File: src/hw/rtl/utd_pkg.sv
// Shared types and constants for the UTF-8 to UTF-16 decoder.
package utd_pkg;

    localparam int unsigned BYTE_W    = 8;
    localparam int unsigned UNIT_W    = 16;
    localparam int unsigned PARTIAL_W = 31;
    localparam int unsigned REM_W     = 3;
    localparam int unsigned CODE_W    = 20;

    localparam logic [PARTIAL_W-1:0] BMP_LIMIT   = 31'h0001_0000;
    localparam logic [PARTIAL_W-1:0] CODE_LIMIT  = 31'h0011_0000;
    localparam logic [5:0]           HI_SURR_TAG = 6'b110110;
    localparam logic [5:0]           LO_SURR_TAG = 6'b110111;

    typedef struct packed {
        logic              pair;
        logic [CODE_W-1:0] code;
    } entry_t;

endpackage

File: src/hw/rtl/utf8_to_utf16_decoder_core.sv
// Top level of the UTF-8 to UTF-16 decoder.
//
// Input stream: one UTF-8 byte per word on s_axis_tdata; s_axis_tlast marks
// the last byte of a buffer, and a sequence still incomplete after it is
// discarded. Bytes 0xFE and 0xFF as lead bytes and code points of 0x110000
// or more give no output.
// Output stream: one UTF-16 code unit per word on m_axis_tdata; m_axis_tlast
// is set on the last unit caused by an input byte. A supplementary code
// point leaves as a high then a low surrogate on consecutive words.
// A completing byte's code point is registered in a queue slot, then its first
// unit in the output word. Throughput: one byte per cycle in while the queue
// has room, one unit per cycle out while the receiver is ready; a surrogate
// pair takes two output words, which the four bytes behind it more than cover.
// The front end takes bytes while the queue of DEPTH code points has room;
// when the receiver stalls, the output word holds, the queue fills, and
// then s_axis_tready drops.
// Reset clears the pending sequence, empties the queue and clears m_axis_tvalid.
module utf8_to_utf16_decoder_core
    import utd_pkg::*;
#(
    parameter int unsigned DEPTH = 4
)
(
    input  logic              clk,
    input  logic              rst_n,
    input  logic              s_axis_tvalid,
    output logic              s_axis_tready,
    input  logic [7:0]        s_axis_tdata,   // [7:0] byte_in
    input  logic              s_axis_tlast,
    output logic              m_axis_tvalid,
    input  logic              m_axis_tready,
    output logic [15:0]       m_axis_tdata,   // [15:0] unit
    output logic              m_axis_tlast
);

    logic   accept;
    logic   push;
    entry_t push_entry;
    logic   pop;
    entry_t head;
    logic   not_empty;
    logic   full;

    assign s_axis_tready = !full;
    assign accept        = s_axis_tvalid && !full;

    utd_front u_front (
        .clk        (clk),
        .rst_n      (rst_n),
        .accept     (accept),
        .byte_in    (s_axis_tdata),
        .frame_end  (s_axis_tlast),
        .push       (push),
        .push_entry (push_entry)
    );

    utd_queue #(
        .DEPTH (DEPTH)
    ) u_queue (
        .clk        (clk),
        .rst_n      (rst_n),
        .push       (push),
        .push_entry (push_entry),
        .pop        (pop),
        .head       (head),
        .not_empty  (not_empty),
        .full       (full)
    );

    utd_back u_back (
        .clk       (clk),
        .rst_n     (rst_n),
        .head      (head),
        .not_empty (not_empty),
        .pop       (pop),
        .out_valid (m_axis_tvalid),
        .out_ready (m_axis_tready),
        .out_unit  (m_axis_tdata),
        .out_last  (m_axis_tlast)
    );

endmodule

File: src/hw/rtl/utd_front.sv
// Front end: gathers UTF-8 bytes into code points and classifies them.
module utd_front
    import utd_pkg::*;
(
    input  logic              clk,
    input  logic              rst_n,
    input  logic              accept,
    input  logic [BYTE_W-1:0] byte_in,
    input  logic              frame_end,
    output logic              push,
    output entry_t            push_entry
);

    logic [PARTIAL_W-1:0] partial_reg, partial_next;
    logic [REM_W-1:0]     remaining_reg, remaining_next;
    logic [PARTIAL_W-1:0] value;
    logic                 done;

    always_comb
    begin
        partial_next   = partial_reg;
        remaining_next = remaining_reg;
        value          = '0;
        done           = 1'b0;
        if (remaining_reg == '0)
        begin
            case (byte_in) inside
                [8'h00:8'h7F]:
                begin
                    value = {{(PARTIAL_W-BYTE_W){1'b0}}, byte_in};
                    done  = 1'b1;
                end
                [8'h80:8'hDF]:
                begin
                    partial_next   = {{(PARTIAL_W-5){1'b0}}, byte_in[4:0]};
                    remaining_next = REM_W'(1);
                end
                [8'hE0:8'hEF]:
                begin
                    partial_next   = {{(PARTIAL_W-4){1'b0}}, byte_in[3:0]};
                    remaining_next = REM_W'(2);
                end
                [8'hF0:8'hF7]:
                begin
                    partial_next   = {{(PARTIAL_W-3){1'b0}}, byte_in[2:0]};
                    remaining_next = REM_W'(3);
                end
                [8'hF8:8'hFB]:
                begin
                    partial_next   = {{(PARTIAL_W-2){1'b0}}, byte_in[1:0]};
                    remaining_next = REM_W'(4);
                end
                [8'hFC:8'hFD]:
                begin
                    partial_next   = {{(PARTIAL_W-1){1'b0}}, byte_in[0]};
                    remaining_next = REM_W'(5);
                end
                default:
                begin
                    partial_next   = partial_reg;
                    remaining_next = remaining_reg;
                end
            endcase
        end
        else
        begin
            value          = {partial_reg[PARTIAL_W-7:0], byte_in[5:0]};
            remaining_next = remaining_reg - REM_W'(1);
            partial_next   = value;
            if (remaining_next == '0)
            begin
                done         = 1'b1;
                partial_next = '0;
            end
        end
        if (frame_end && remaining_next != '0)
        begin
            partial_next   = '0;
            remaining_next = '0;
        end
    end

    always_comb
    begin
        push            = 1'b0;
        push_entry.pair = 1'b0;
        push_entry.code = value[CODE_W-1:0];
        if (accept && done)
        begin
            if (value < BMP_LIMIT)
            begin
                push = 1'b1;
            end
            else if (value < CODE_LIMIT)
            begin
                push            = 1'b1;
                push_entry.pair = 1'b1;
                push_entry.code = CODE_W'(value - BMP_LIMIT);
            end
        end
    end

    always_ff @(posedge clk or negedge rst_n)
    begin
        if (!rst_n)
        begin
            partial_reg   <= '0;
            remaining_reg <= '0;
        end
        else if (accept)
        begin
            partial_reg   <= partial_next;
            remaining_reg <= remaining_next;
        end
    end

endmodule

File: src/hw/rtl/utd_queue.sv
// Short queue of classified code points between front and back ends.
module utd_queue
    import utd_pkg::*;
#(
    parameter int unsigned DEPTH = 4
)
(
    input  logic   clk,
    input  logic   rst_n,
    input  logic   push,
    input  entry_t push_entry,
    input  logic   pop,
    output entry_t head,
    output logic   not_empty,
    output logic   full
);

    localparam int unsigned PTR_W = (DEPTH > 1) ? $clog2(DEPTH) : 1;
    localparam int unsigned CNT_W = $clog2(DEPTH + 1);

    entry_t           slot_reg [DEPTH];
    logic [PTR_W-1:0] wr_ptr_reg, wr_ptr_next;
    logic [PTR_W-1:0] rd_ptr_reg, rd_ptr_next;
    logic [CNT_W-1:0] count_reg, count_next;

    assign head      = slot_reg[rd_ptr_reg];
    assign not_empty = (count_reg != '0);
    assign full      = (count_reg == CNT_W'(DEPTH));

    always_comb
    begin
        wr_ptr_next = wr_ptr_reg;
        rd_ptr_next = rd_ptr_reg;
        count_next  = count_reg;
        if (push)
        begin
            wr_ptr_next = (wr_ptr_reg == PTR_W'(DEPTH - 1)) ? '0 : wr_ptr_reg + PTR_W'(1);
        end
        if (pop)
        begin
            rd_ptr_next = (rd_ptr_reg == PTR_W'(DEPTH - 1)) ? '0 : rd_ptr_reg + PTR_W'(1);
        end
        if (push && !pop)
        begin
            count_next = count_reg + CNT_W'(1);
        end
        else if (pop && !push)
        begin
            count_next = count_reg - CNT_W'(1);
        end
    end

    always_ff @(posedge clk)
    begin
        if (push)
        begin
            slot_reg[wr_ptr_reg] <= push_entry;
        end
    end

    always_ff @(posedge clk or negedge rst_n)
    begin
        if (!rst_n)
        begin
            wr_ptr_reg <= '0;
            rd_ptr_reg <= '0;
            count_reg  <= '0;
        end
        else
        begin
            wr_ptr_reg <= wr_ptr_next;
            rd_ptr_reg <= rd_ptr_next;
            count_reg  <= count_next;
        end
    end

`ifndef ASSERT_OFF
    a_count_bound: assert property (@(posedge clk) disable iff (!rst_n)
        count_reg <= CNT_W'(DEPTH))
        else $error("queue count exceeds depth");
    a_no_overflow: assert property (@(posedge clk) disable iff (!rst_n)
        full |-> !push)
        else $error("push into full queue");
    a_no_underflow: assert property (@(posedge clk) disable iff (!rst_n)
        pop |-> not_empty)
        else $error("pop from empty queue");
`endif

endmodule

File: src/hw/rtl/utd_back.sv
// Back end: turns queued code points into one or two UTF-16 words.
module utd_back
    import utd_pkg::*;
(
    input  logic              clk,
    input  logic              rst_n,
    input  entry_t            head,
    input  logic              not_empty,
    output logic              pop,
    output logic              out_valid,
    input  logic              out_ready,
    output logic [UNIT_W-1:0] out_unit,
    output logic              out_last
);

    logic              valid_reg, valid_next;
    logic              phase_reg, phase_next;
    logic [UNIT_W-1:0] unit_reg, unit_next;
    logic              last_reg, last_next;
    logic              load;

    assign load      = !valid_reg || out_ready;
    assign out_valid = valid_reg;
    assign out_unit  = unit_reg;
    assign out_last  = last_reg;

    always_comb
    begin
        valid_next = valid_reg;
        phase_next = phase_reg;
        unit_next  = unit_reg;
        last_next  = last_reg;
        pop        = 1'b0;
        if (load)
        begin
            if (phase_reg)
            begin
                valid_next = 1'b1;
                unit_next  = {LO_SURR_TAG, head.code[9:0]};
                last_next  = 1'b1;
                phase_next = 1'b0;
                pop        = 1'b1;
            end
            else if (not_empty)
            begin
                valid_next = 1'b1;
                if (head.pair)
                begin
                    unit_next  = {HI_SURR_TAG, head.code[19:10]};
                    last_next  = 1'b0;
                    phase_next = 1'b1;
                end
                else
                begin
                    unit_next = head.code[UNIT_W-1:0];
                    last_next = 1'b1;
                    pop       = 1'b1;
                end
            end
            else
            begin
                valid_next = 1'b0;
            end
        end
    end

    always_ff @(posedge clk or negedge rst_n)
    begin
        if (!rst_n)
        begin
            valid_reg <= 1'b0;
            phase_reg <= 1'b0;
        end
        else
        begin
            valid_reg <= valid_next;
            phase_reg <= phase_next;
        end
    end

    always_ff @(posedge clk)
    begin
        unit_reg <= unit_next;
        last_reg <= last_next;
    end

`ifndef ASSERT_OFF
    a_phase_shown: assert property (@(posedge clk) disable iff (!rst_n)
        phase_reg |-> (valid_reg && !last_reg))
        else $error("pair half pending without high surrogate shown");
    a_phase_hold: assert property (@(posedge clk) disable iff (!rst_n)
        (phase_reg && !out_ready) |=> phase_reg)
        else $error("pair half lost during stall");
    a_pop_on_load: assert property (@(posedge clk) disable iff (!rst_n)
        pop |-> (load && not_empty))
        else $error("pop without output load");
`endif

endmodule
File: config.mk
export PLATFORM = sky130hd
export DESIGN_NAME = utf8_to_utf16_decoder_core
export DESIGN_NICKNAME = d
export VERILOG_FILES = /design/src/hw/rtl/utd_pkg.sv /design/src/hw/rtl/utf8_to_utf16_decoder_core.sv /design/src/hw/rtl/utd_front.sv /design/src/hw/rtl/utd_queue.sv /design/src/hw/rtl/utd_back.sv
export SDC_FILE = /design/constraint.sdc
export NUM_CORES = 1
export LEC_CHECK = 0
export ABC_AREA = 1
export ABC_CLOCK_PERIOD_IN_PS = 4200
export BUFFER_PORTS_ARGS = -buffer_cell sky130_fd_sc_hd__buf_4
export CORE_MARGIN = 3
export CORE_UTILIZATION = 34
export DETAILED_ROUTE_END_ITERATION = 10
export SKIP_CTS_REPAIR_TIMING = 1
export SLEW_MARGIN = 20
export SYNTH_ARGS = -nofsm -noshare
export SYNTH_HDL_FRONTEND = slang
export SYNTH_SLANG_ARGS = --single-unit
File: constraint.sdc
create_clock -name clk -period 4.2 [get_ports clk]
set_input_delay 0.42 -clock clk [delete_from_list [all_inputs] [get_ports clk]]
set_output_delay 0.42 -clock clk [all_outputs]
set_load 0.005 [all_outputs]
* After elaboration in Yosys (flattened, before gate mapping)
Memories as Yosys holds them, arrays and structs flattened.
Cells that the tools add are included.
** Word-level totals
- Memory bits (writable) :: 84
- Logic and storage cells :: 107
- Memories :: 1
- Bits in registers :: 54
- Bits in latches :: 0
- ROM bits :: 0
** Memories
- u_queue.slot_reg :: depth 4, width 21, read ports 1, clocked after memory_dff 0, wr ports 1, line utd_queue.sv:21 : entry_t slot_reg [DEPTH];
** Cells by class
- Divide/modulo/power cells :: 0
- Order comparisons :: 14
- Muxes and demuxes :: 47
- Reduce and logical (&&, ||, !) cells :: 24
- Bitwise operators :: 0
- Add/sub/neg operators :: 6
- Multipliers :: 0
- Shift-type cells :: 0
- Equal/unequal tests :: 5
** Operators with widths (number)
- 2-to-1 mux 25 bit :: 9
- 2-to-1 mux 21 bit :: 3
- greater-or-equal comparator 8 bit (second input constant) :: 5
- less-or-equal comparator 8 bit (second input constant) :: 5
- 2-to-1 mux 16 bit :: 2
- < comparator 31 x 17 -> 1 bit (second input constant) :: 1
- < comparator 31 x 21 -> 1 bit (second input constant) :: 1
- 2-to-1 mux 31 bit :: 1
- 2-to-1 mux 3 bit :: 10
- subtractor 20 x 17 -> 20 bit (second input constant) :: 1
- 2-to-1 mux 1 bit :: 18
- logical AND 1 bit :: 11
- 2-to-1 mux 10 bit :: 1
- greater-or-equal comparator 8 x 1 -> 1 bit (second input constant) :: 1
- less-or-equal comparator 8 x 7 -> 1 bit (second input constant) :: 1
- 2-to-1 mux 8 bit :: 1
- != test 7 bit (second input constant) :: 1
- zero test 3 bit :: 2
- nonzero test 3 bit :: 2
- subtractor 3 x 1 -> 3 bit (second input constant) :: 2
- adder 2 x 1 -> 2 bit (second input constant) :: 2
- == test 2 bit (second input constant) :: 2
- zero test 1 bit :: 4
- 2-to-1 mux 2 bit :: 2
- 7 further kinds :: 8

* Depth between registers and ports, before layout
Gate-level depths: netlist of run 1.
- Depth after elaboration :: 13
- Depth in mapped cells :: 17
- Mapped depth without buffers :: 16

* By module
From an unflattened synthesis of run 1, not the netlist that was laid out.
** Unflattened totals
- Cells, all modules :: 672
- Area total of the unflattened synthesis :: 6607.6 um^2
** By module, submodules not included
- utd_queue :: area each 3767.4 um^2, instances 1, cells each 297, sequential area each 2697.6 um^2
- utd_front :: area each 1993.2 um^2, instances 1, cells each 298, sequential area each 700.7 um^2
- utd_back :: area each 833.3 um^2, instances 1, cells each 74, sequential area each 560.5 um^2
- utf8_to_utf16_decoder_core :: area each 13.8 um^2, instances 1, cells each 3, sequential area each 0.0 um^2

* Worst setup path after synthesis of run 1
Ideal clock, no wire load.
- Kind :: register to register
- From :: register u_front.remaining_reg[0]
- To :: memory u_queue.slot_reg[0][0] in the netlist's numbering, enable pin
- Arrival :: 2641 ps
- Buffers on the path :: 1
- Clock period less this slack :: 3040 ps
- Cell stages (with the launch flop) :: 14
- Slack :: 1160 ps
- Setup time :: 399 ps
- Cells stage by stage :: dfrtp_1 inv_1 ha_1 nand2_2 inv_2 buf_6 nor2_1 nor2_1 nand2_1 o21bai_1 nand3_1 nor2_2 inv_1 nor2_1
** On the way
- Word-level cells in the longest chain between the ends :: 8
- Elaborated cells between the ends (all ways) :: 14
** Ends and longest elaborated chain
- from (decl) :: line utd_front.sv:15 : logic [REM_W-1:0] remaining_reg, remaining_next;
- from (signal assigned) :: line utd_front.sv:113 : remaining_reg <= remaining_next;
- zero test 3 bit or subtractor 3 x 1 -> 3 bit (tied branches) :: line utd_front.sv:25, utd_front.sv:68
- 2-to-1 mux 31 bit or zero test 3 bit (tied branches) :: line utd_front.sv:25, utd_front.sv:70
- < comparator 31 x 21 -> 1 bit or 2-to-1 mux 1 bit (tied branches) :: line utd_front.sv:94, utd_front.sv:70
- 2-to-1 mux 1 bit (on tied branches) :: line utd_front.sv:94, utd_front.sv:25
- 2-to-1 mux 1 bit or logical AND 1 bit (tied branches) :: line utd_front.sv:90, utd_front.sv:88
- 2-to-1 mux 1 bit (*) :: line utd_front.sv:88 : if (accept && done)
- via push :: line utf8_to_utf16_decoder_core.sv:37 : logic push;
- 2-to-1 mux 1 bit (*) :: line utd_queue.sv:55 : if (push)
- 2-to-1 mux 1 bit (not written as such) (*) :: line utd_queue.sv:57 : slot_reg[wr_ptr_reg] <= push_entry;
- to (decl) :: line utd_queue.sv:21
Mark *: on every way through the listed nets, which the timed path passes. The rest lies on a longest branch.

* Worst setup path after layout of run 1
- From :: register u_front.remaining_reg[0]
- To :: register u_queue.count_reg[2]
** On the way
- Word-level cells in the longest chain between the ends :: 9
- Elaborated cells between the ends (all ways) :: 17
** Ends and longest elaborated chain
- zero test 3 bit or subtractor 3 x 1 -> 3 bit (tied branches) :: line utd_front.sv:25, utd_front.sv:68
- 2-to-1 mux 31 bit or zero test 3 bit (tied branches) :: line utd_front.sv:25, utd_front.sv:70
- < comparator 31 x 21 -> 1 bit or 2-to-1 mux 1 bit (tied branches) :: line utd_front.sv:94, utd_front.sv:70
- 2-to-1 mux 1 bit (on tied branches) :: line utd_front.sv:94, utd_front.sv:25
- 2-to-1 mux 1 bit or logical AND 1 bit (tied branches) :: line utd_front.sv:90, utd_front.sv:88
- 2-to-1 mux 1 bit (*) :: line utd_front.sv:88
- via push :: line utf8_to_utf16_decoder_core.sv:37
- zero test 1 bit :: line utd_queue.sv:47 : else if (pop && !push)
- logical AND 1 bit :: line utd_queue.sv:47
- nonzero test 2 bit (no line)
- to (signal assigned) :: line utd_queue.sv:73 : count_reg <= count_next;
- to (decl) :: line utd_queue.sv:24 : logic [CNT_W-1:0] count_reg, count_next;
Marks and branches as above.
A chain may end at the register's enable or synchronous reset.

==> reports/qor.yml, run 1 <==
status:
  status: "complete, no violations"
grt:
  overflow: 0
  antenna_found_initial: 0
  grt_pass1_wl_um: 23000
  grt_max_degree: 42
  grtUsageTotal_pct: 14.3
  grt_pass1_vias: 4405
floorplan:
  core.rowCount: 49
  die_w_um: 144
  initial_core_util_pct: 35.3
  die_area_sq_um: 20800
  ios: 32
  die_h_um: 144
  coreArea_sq_um: 18400
synthesis:
  ys_ff_latch: 138
  synth-edff-count: 101
  yosysWarnings: 0
  synthesis.area_sq_um: 6500
  synth.yosys.seq_area_share_pct: 60.9
  netlist_instances: 628
  synth_fp_nets: 652
  async_flop_share_pct: 26.8
  ys.flop_type: "edfxtp_1"
  synth_cell_type_count: 45
  avgSynthCellArea_sq_um: 10.4
route:
  drt-total-wl_um: 14100
  drtAntennaViolNets: 0
  drc: 0
  dr.pass1.iters: 5
  num_vias: 4450
  via_per_inst: 4.93
  first_iter_violations: 285
  wl_per_cell_um: 15.6
timing:
  drv_slew: 0
  worst_slack_ps: 920
  tns_ps: 0
  hold_violations: 0
  grt_setup_unrepaired: "false"
  relSlewSlack_pct: 57.7
  fin_crit_sh_pct: 78.1
  fmax_ghz: 0.305
  setup_viol: 0
  fin_crit_ps: 3280
  tightest_slew_ps: 634
  clock_skew_ps: 8.76
setup_path:
  end_kind: "flip-flop"
  worstPathMaxFanout: 18
  worst_setup_path_start_kind: "flip-flop"
  arrival_ps: 3580
  r2r-start: "u_front.remaining_reg[0]"
  startpoint: "u_front.remaining_reg[0]"
  reg2regPathDepth: 16
  critPathRequiredTime_ps: 4500
  worst-setup-path-type: "reg -> reg"
placed_design:
  dp_slack_ps: 916
  hpwlAfterDp_um: 9240
  port_buffers: 31
  place.gp.congestion: 0.867
  placed_area_sq_um: 6940
power_and_ir_drop:
  power_w: 0.00555
  power.density_nw_per_um2: 739
  ir_drop_uv: 345
  leakagePower_nw: 3.06
flow_run:
  cap_violations: 0
cells_and_area:
  diodes: 0
  final_cell_mix: "edfxtp_1 (101), nand2_1 (85), nor2_1 (76), inv_1 (62), o21ai_0 (55)"
  largest_reg_flops: 84
  nNetsFinal: 685
  area_growth_pct: 15.6
  final_cell_area_sq_um: 7520
  final_common_cell: "edfxtp_1"
  drive_gt1_share_pct: 21.1
cts:
  htreeDepth: 4
  numCtsBuffers: 17
  clk_pin_slew_ps: 60
  clock-sinks: 138
  clk_latency_ps: 420
  clock_path_buffers: 2
  cts_tree: "built"
  cts_root_buffer: "clkbuf_16"
hold_path:
  hold_path_depth: 4
  hp-start: "s_axis_tlast"
  hold_class: "in -> reg"
## metrics by stage
stage / hold WS, ps / util [%] / instances
finish: 308 / 40.9 / 903
global route: 315 / 40.9 / 903
CTS: -18.1 / 40.8 / 902
detailed placement: 432 / 37.7 / 870
global placement: 422 / 37.7 / 870
floorplan: 124 / - / 628
## metal layers
layer / GRT usage [%] / share of wire, %
met4: 3.58 / 1.1
met3: 3.84 / 5.3
met5: 0 / 0
met2: 22.6 / 48
met1: 19.6 / 46
## power breakdown
part	switching [W]	leakage [nW]	internal [W]
Sequential	0.000144	1.43	0.00192
Clock	0.000596	0.274	0.000824
Combinational	0.00139	1.36	0.000678
Total	0.00213	3.06	0.00342
## kinds of logic (layout without fill, tap and decap cells)
kind of cell             count (synthesis)  count (layout)  synth area share, %
AO/OA/AOI/OAI                          101             101                 9.18
XOR/XNOR                                 4               4                0.539
adder cells (fa/ha/maj)                 11              11                 2.23
buffers and inverters                   97             143                 6.39
flip-flops                             138             138                 60.9
multiplexers                             1               1                0.173
AND/OR/NAND/NOR                        276             276                 20.6
## worst paths after layout
kind / end / slack [ps]
worst max-delay path: u_queue.count_reg[2] / 920
worst min-delay path: u_front.remaining_reg[0] / 310
worst max register to register: u_queue.count_reg[2] / 920
worst min register to register: u_front.partial_reg[21] / 470
max in group asynchronous: u_front.partial_reg[23] / 3290
min in group asynchronous: u_back.phase_reg / 510
## worst max-delay path, cell delays in order (launching register included)
cell and delay [ps]:
dfrtp_1 390, inv_1 140, ha_1 190, nand2_2 190, inv_2 290, nor2_1 130, nor2_1 130, nand2_1 80
o21bai_1 120, nand3_1 190, nor2_2 280, ha_1 190, inv_1 70, fa_1 390, a21oi_1 150, o21ai_0 110
xnor2_1 140
## cell usage after synthesis, types with 2 or more instances
library cell,number,area (sq um)
a31oi_1,2,12.5
o21ai_0,55,275
nand2_4,2,22.5
nor2_1,76,285
o22ai_1,10,62.6
edfxtp_1,101,3030
clkbuf_1,17,63.8
nor3_1,13,65.1
nand2_1,85,319
nand4_1,25,156
xnor2_1,3,26.3
o221ai_1,4,35.0
a32o_1,6,60.1
ha_1,10,125
inv_2,5,18.8
a21oi_1,16,80.1
buf_12,2,40.0
dfrtp_1,37,926
nand2_2,49,307
buf_2,7,35.0
nand3_1,15,75.1
nor2_2,4,25.0
inv_1,62,233
## area by class of cell
type,instances,area [sq um]
flip-flops and latches,138,3960
fillers,1763,10900
repair buffers,42,318
multi-input cells,393,2130
inverters,69,262
clock inverters,15,140
well taps,229,287
clock buffers,17,425
Note: power is estimated with default switching activity, not from simulation.
==> inputs of run 2 (changes only) <==
- ABC_AREA: 1 -> 0
- ABC_CLOCK_PERIOD_IN_PS: 4200 -> 3050
- clock period: 4.2 -> 3.05 ns (I/O delays scaled with it)
==> reports/qor.yml, run 2 <==
cells_and_area:
  ff_latch_area_sq_um: 3960  # unchanged
  nFillCells: 1562  # -11%
  final_cell_mix: "edfxtp_1 (101), buf_4 (46), dfrtp_1 (37), nand2_1 (22), mux4_2 (21)"
  largest_reg_flops: 84  # unchanged
  diodes: 0  # unchanged
  drive_gt1_share_pct: 31.6  # +11 points
  area_growth_pct: 20.1
  multi_input_comb_area_sq_um: 2040  # -4.1%
  nNetsFinal: 466  # -32%
  final_common_cell: "edfxtp_1"
setup_path:
  slowest_stage: "or4_4"
  worstPathCellList: "or4_4 -> or4b_1 -> a2111o_1 -> o31ai_4 -> ha_2 -> inv_1 -> fa_2 -> xor2_1 -> nor2_1 -> xor2_1"
  worst_setup_path_start_kind: "flip-flop"
  worstPathMaxFanout: 2  # -16
  cpMostUsedCell: "xor2_1"
  max_stage_delay_ps: 530  # +140 ps
  arrival_ps: 3290  # -290 ps
  end_kind: "flip-flop"
  critPathRequiredTime_ps: 3390  # -1110 ps
  worst-setup-path-type: "reg -> reg"
synthesis:
  avgSynthCellArea_sq_um: 15.6  # +51%
  netlist_instances: 392  # -38%
  yosysWarnings: 0  # unchanged
  post-synth-top-count-cell: "edfxtp_1"
  synth_area_leaders: "edfxtp_1 (50%), dfrtp_1 (15%), mux4_2 (7.7%), mux2_4 (3.7%), mux2_2 (2.8%)"
  synth_top_area_share_pct: 49.6  # +2.9 points
  ys_ff_latch: 138  # unchanged
  synth.yosys.seq_area_share_pct: 64.7  # +3.9 points
  synth_cell_type_count: 47  # +4.4%
  ys.flop_type: "edfxtp_1"
  synthesis.area_sq_um: 6110  # -5.9%
  synth-edff-count: 101  # unchanged
  yosysTopAreaCell: "edfxtp_1"
  async_flop_share_pct: 26.8  # unchanged
  synth_fp_nets: 416  # -36%
  synth_commonest_cells: "edfxtp_1 (101), dfrtp_1 (37), nand2_1 (22)"
floorplan:
  ios: 32  # unchanged
  die_h_um: 140  # -2.9%
  die_area_sq_um: 19600  # -5.7%
  die_w_um: 140  # -2.9%
  core.rowCount: 48  # -2.0%
  initial_core_util_pct: 35.0  # -0.36 points
  coreArea_sq_um: 17500  # -5.0%
grt:
  gr-usage-met3_pct: 3.48  # -0.35 points
  top_usage_layer: "met2"
  overflow: 0  # unchanged
  grt_pass1_wl_um: 19800  # -14%
  antenna_found_initial: 0  # unchanged
  gr-usage-met2_pct: 21.1  # -1.5 points
  grtUsageTotal_pct: 13.2  # -1.1 points
  grt_max_degree: 38  # -9.5%
  grt_pass1_vias: 3509  # -20%
  grtUsageMet1_pct: 17.2  # -2.3 points
route:
  drt-total-wl_um: 12200  # -14%
  dr.pass1.iters: 4  # -1
  via_per_inst: 5.05  # +2.5%
  first_iter_violations: 224  # -21%
  wl_per_cell_um: 17.9  # +14%
  num_vias: 3435  # -23%
  drtAntennaViolNets: 0  # unchanged
  drc: 0  # unchanged
timing:
  setup_viol: 0  # unchanged
  clock_skew_ps: 7.81  # -0.948 ps
  fin_crit_ps: 2950  # -330 ps
  drv_slew: 0  # unchanged
  tightest_slew_ps: 553  # -81.9 ps
  fmax_ghz: 0.339  # +11%
  hold_violations: 0  # unchanged
  fin_crit_sh_pct: 96.7  # +19 points
  relSlewSlack_pct: 62.8  # +5.1 points
  tns_ps: 0  # unchanged
flow_run:
  cap_violations: 0  # unchanged
cts:
  clock-sinks: 138  # unchanged
  clock_path_buffers: 2  # unchanged
  clk_pin_slew_ps: 60  # about the same
  clk_latency_ps: 420  # about the same
  cts_root_buffer: "clkbuf_16"
  cts_tree: "built"
  htreeDepth: 4  # unchanged
  numCtsBuffers: 17  # unchanged
placed_design:
  port_buffers: 31  # unchanged
  place.gp.congestion: 0.809  # -6.7%
  hpwlAfterDp_um: 7810  # -15%
power_and_ir_drop:
  power.density_nw_per_um2: 1000  # +36%
  power_w: 0.00736  # +32%
  leakagePower_nw: 2.85  # -6.8%
  ir_drop_uv: 512  # +48%
status:
  status: "complete, no violations"
hold_path:
  hold_class: "in -> reg"
## run 2: cell count changes after synthesis, moves of 10 or more
cell	previous run	this run
nor2_1	76	15
o22ai_1	10	0
nand3_1	15	5
nand2_1	85	22
and2_1	0	17
mux4_2	0	21
o21ai_0	55	6
and3_1	0	20
mux2_4	0	15
inv_1	62	12
a21oi_1	16	6
mux2_2	1	15
nand4_1	25	6
nand2_2	49	0
## run 2: area by class of cell
class | count | share of cell area [%]
clock buffer | 18 | 5.98
clock inverter | 14 | 1.96
inverter | 12 | 0.613
multi-input combinational | 222 | 27.8
timing repair buffer | 51 | 5.93
sequential | 138 | 53.9
tap | 225 | 3.83
## run 2: critical path, delay by kind of cell (launching register included)
family | cells | cell delay (ps)
AND/OR/NAND/NOR | 3 | 1130
adder cells (fa/ha/maj) | 2 | 540
AO/OA/AOI/OAI | 2 | 440
flip-flops | 1 | 380
XOR/XNOR | 2 | 330
buffers and inverters | 1 | 50
## run 2: power by group
part	switching, W	total [W]	internal, W
Sequential	0.000219	0.00280	0.00258
Clock	0.000783	0.00201	0.00123
Combinational	0.00134	0.00255	0.00121
Total	0.00234	0.00736	0.00502
## run 2: worst paths after layout
kind | from | to | slack, ps | depth (start not counted)
min reg2reg | u_front.partial_reg[21] | u_front.partial_reg[21] | 490 | 1
max in group asynchronous | rst_n | u_front.partial_reg[8] | 2320 | 2
max | u_front.partial_reg[22] | u_queue.count_reg[2] | 100 | 10
min | s_axis_tlast | u_front.remaining_reg[2] | 120 | 2
max reg2reg | u_front.partial_reg[22] | u_queue.count_reg[2] | 100 | 10
min in group asynchronous | rst_n | u_queue.wr_ptr_reg[1] | 390 | 2
## run 2: kinds of logic after synthesis
family                   after synthesis  share of synthesized area [%]
adder cells (fa/ha/maj)               11                           2.37
flip-flops                           138                           64.7
XOR/XNOR                               4                          0.573
AO/OA/AOI/OAI                         33                           4.07
AND/OR/NAND/NOR                      116                           10.5
multiplexers                          58                           15.4
buffers and inverters                 32                           2.35
## run 2: metal layers
layer  part of all wire (%)  vias up  routed length (um)
li1                       -     1595                   -
met1                     44     1741                5340
met2                     49       81                5980
met3                    5.2       18                 627
met4                    1.7        0                 207
met5                      0        -                   0
## run 2: per-stage QoR
stage	utilization (%)	setup WS (ps)	hold WS (ps)	instance area, sq um	std cells
finish	42.0	100	120	7340	680
detailed placement	38.5	-15.6	312	6740	646
floorplan	-	11.3	9.41	6130	392
global route	42.0	-21.9	111	7340	680
CTS	41.9	-45.3	-139	7320	678
global placement	38.5	33.9	304	6740	646
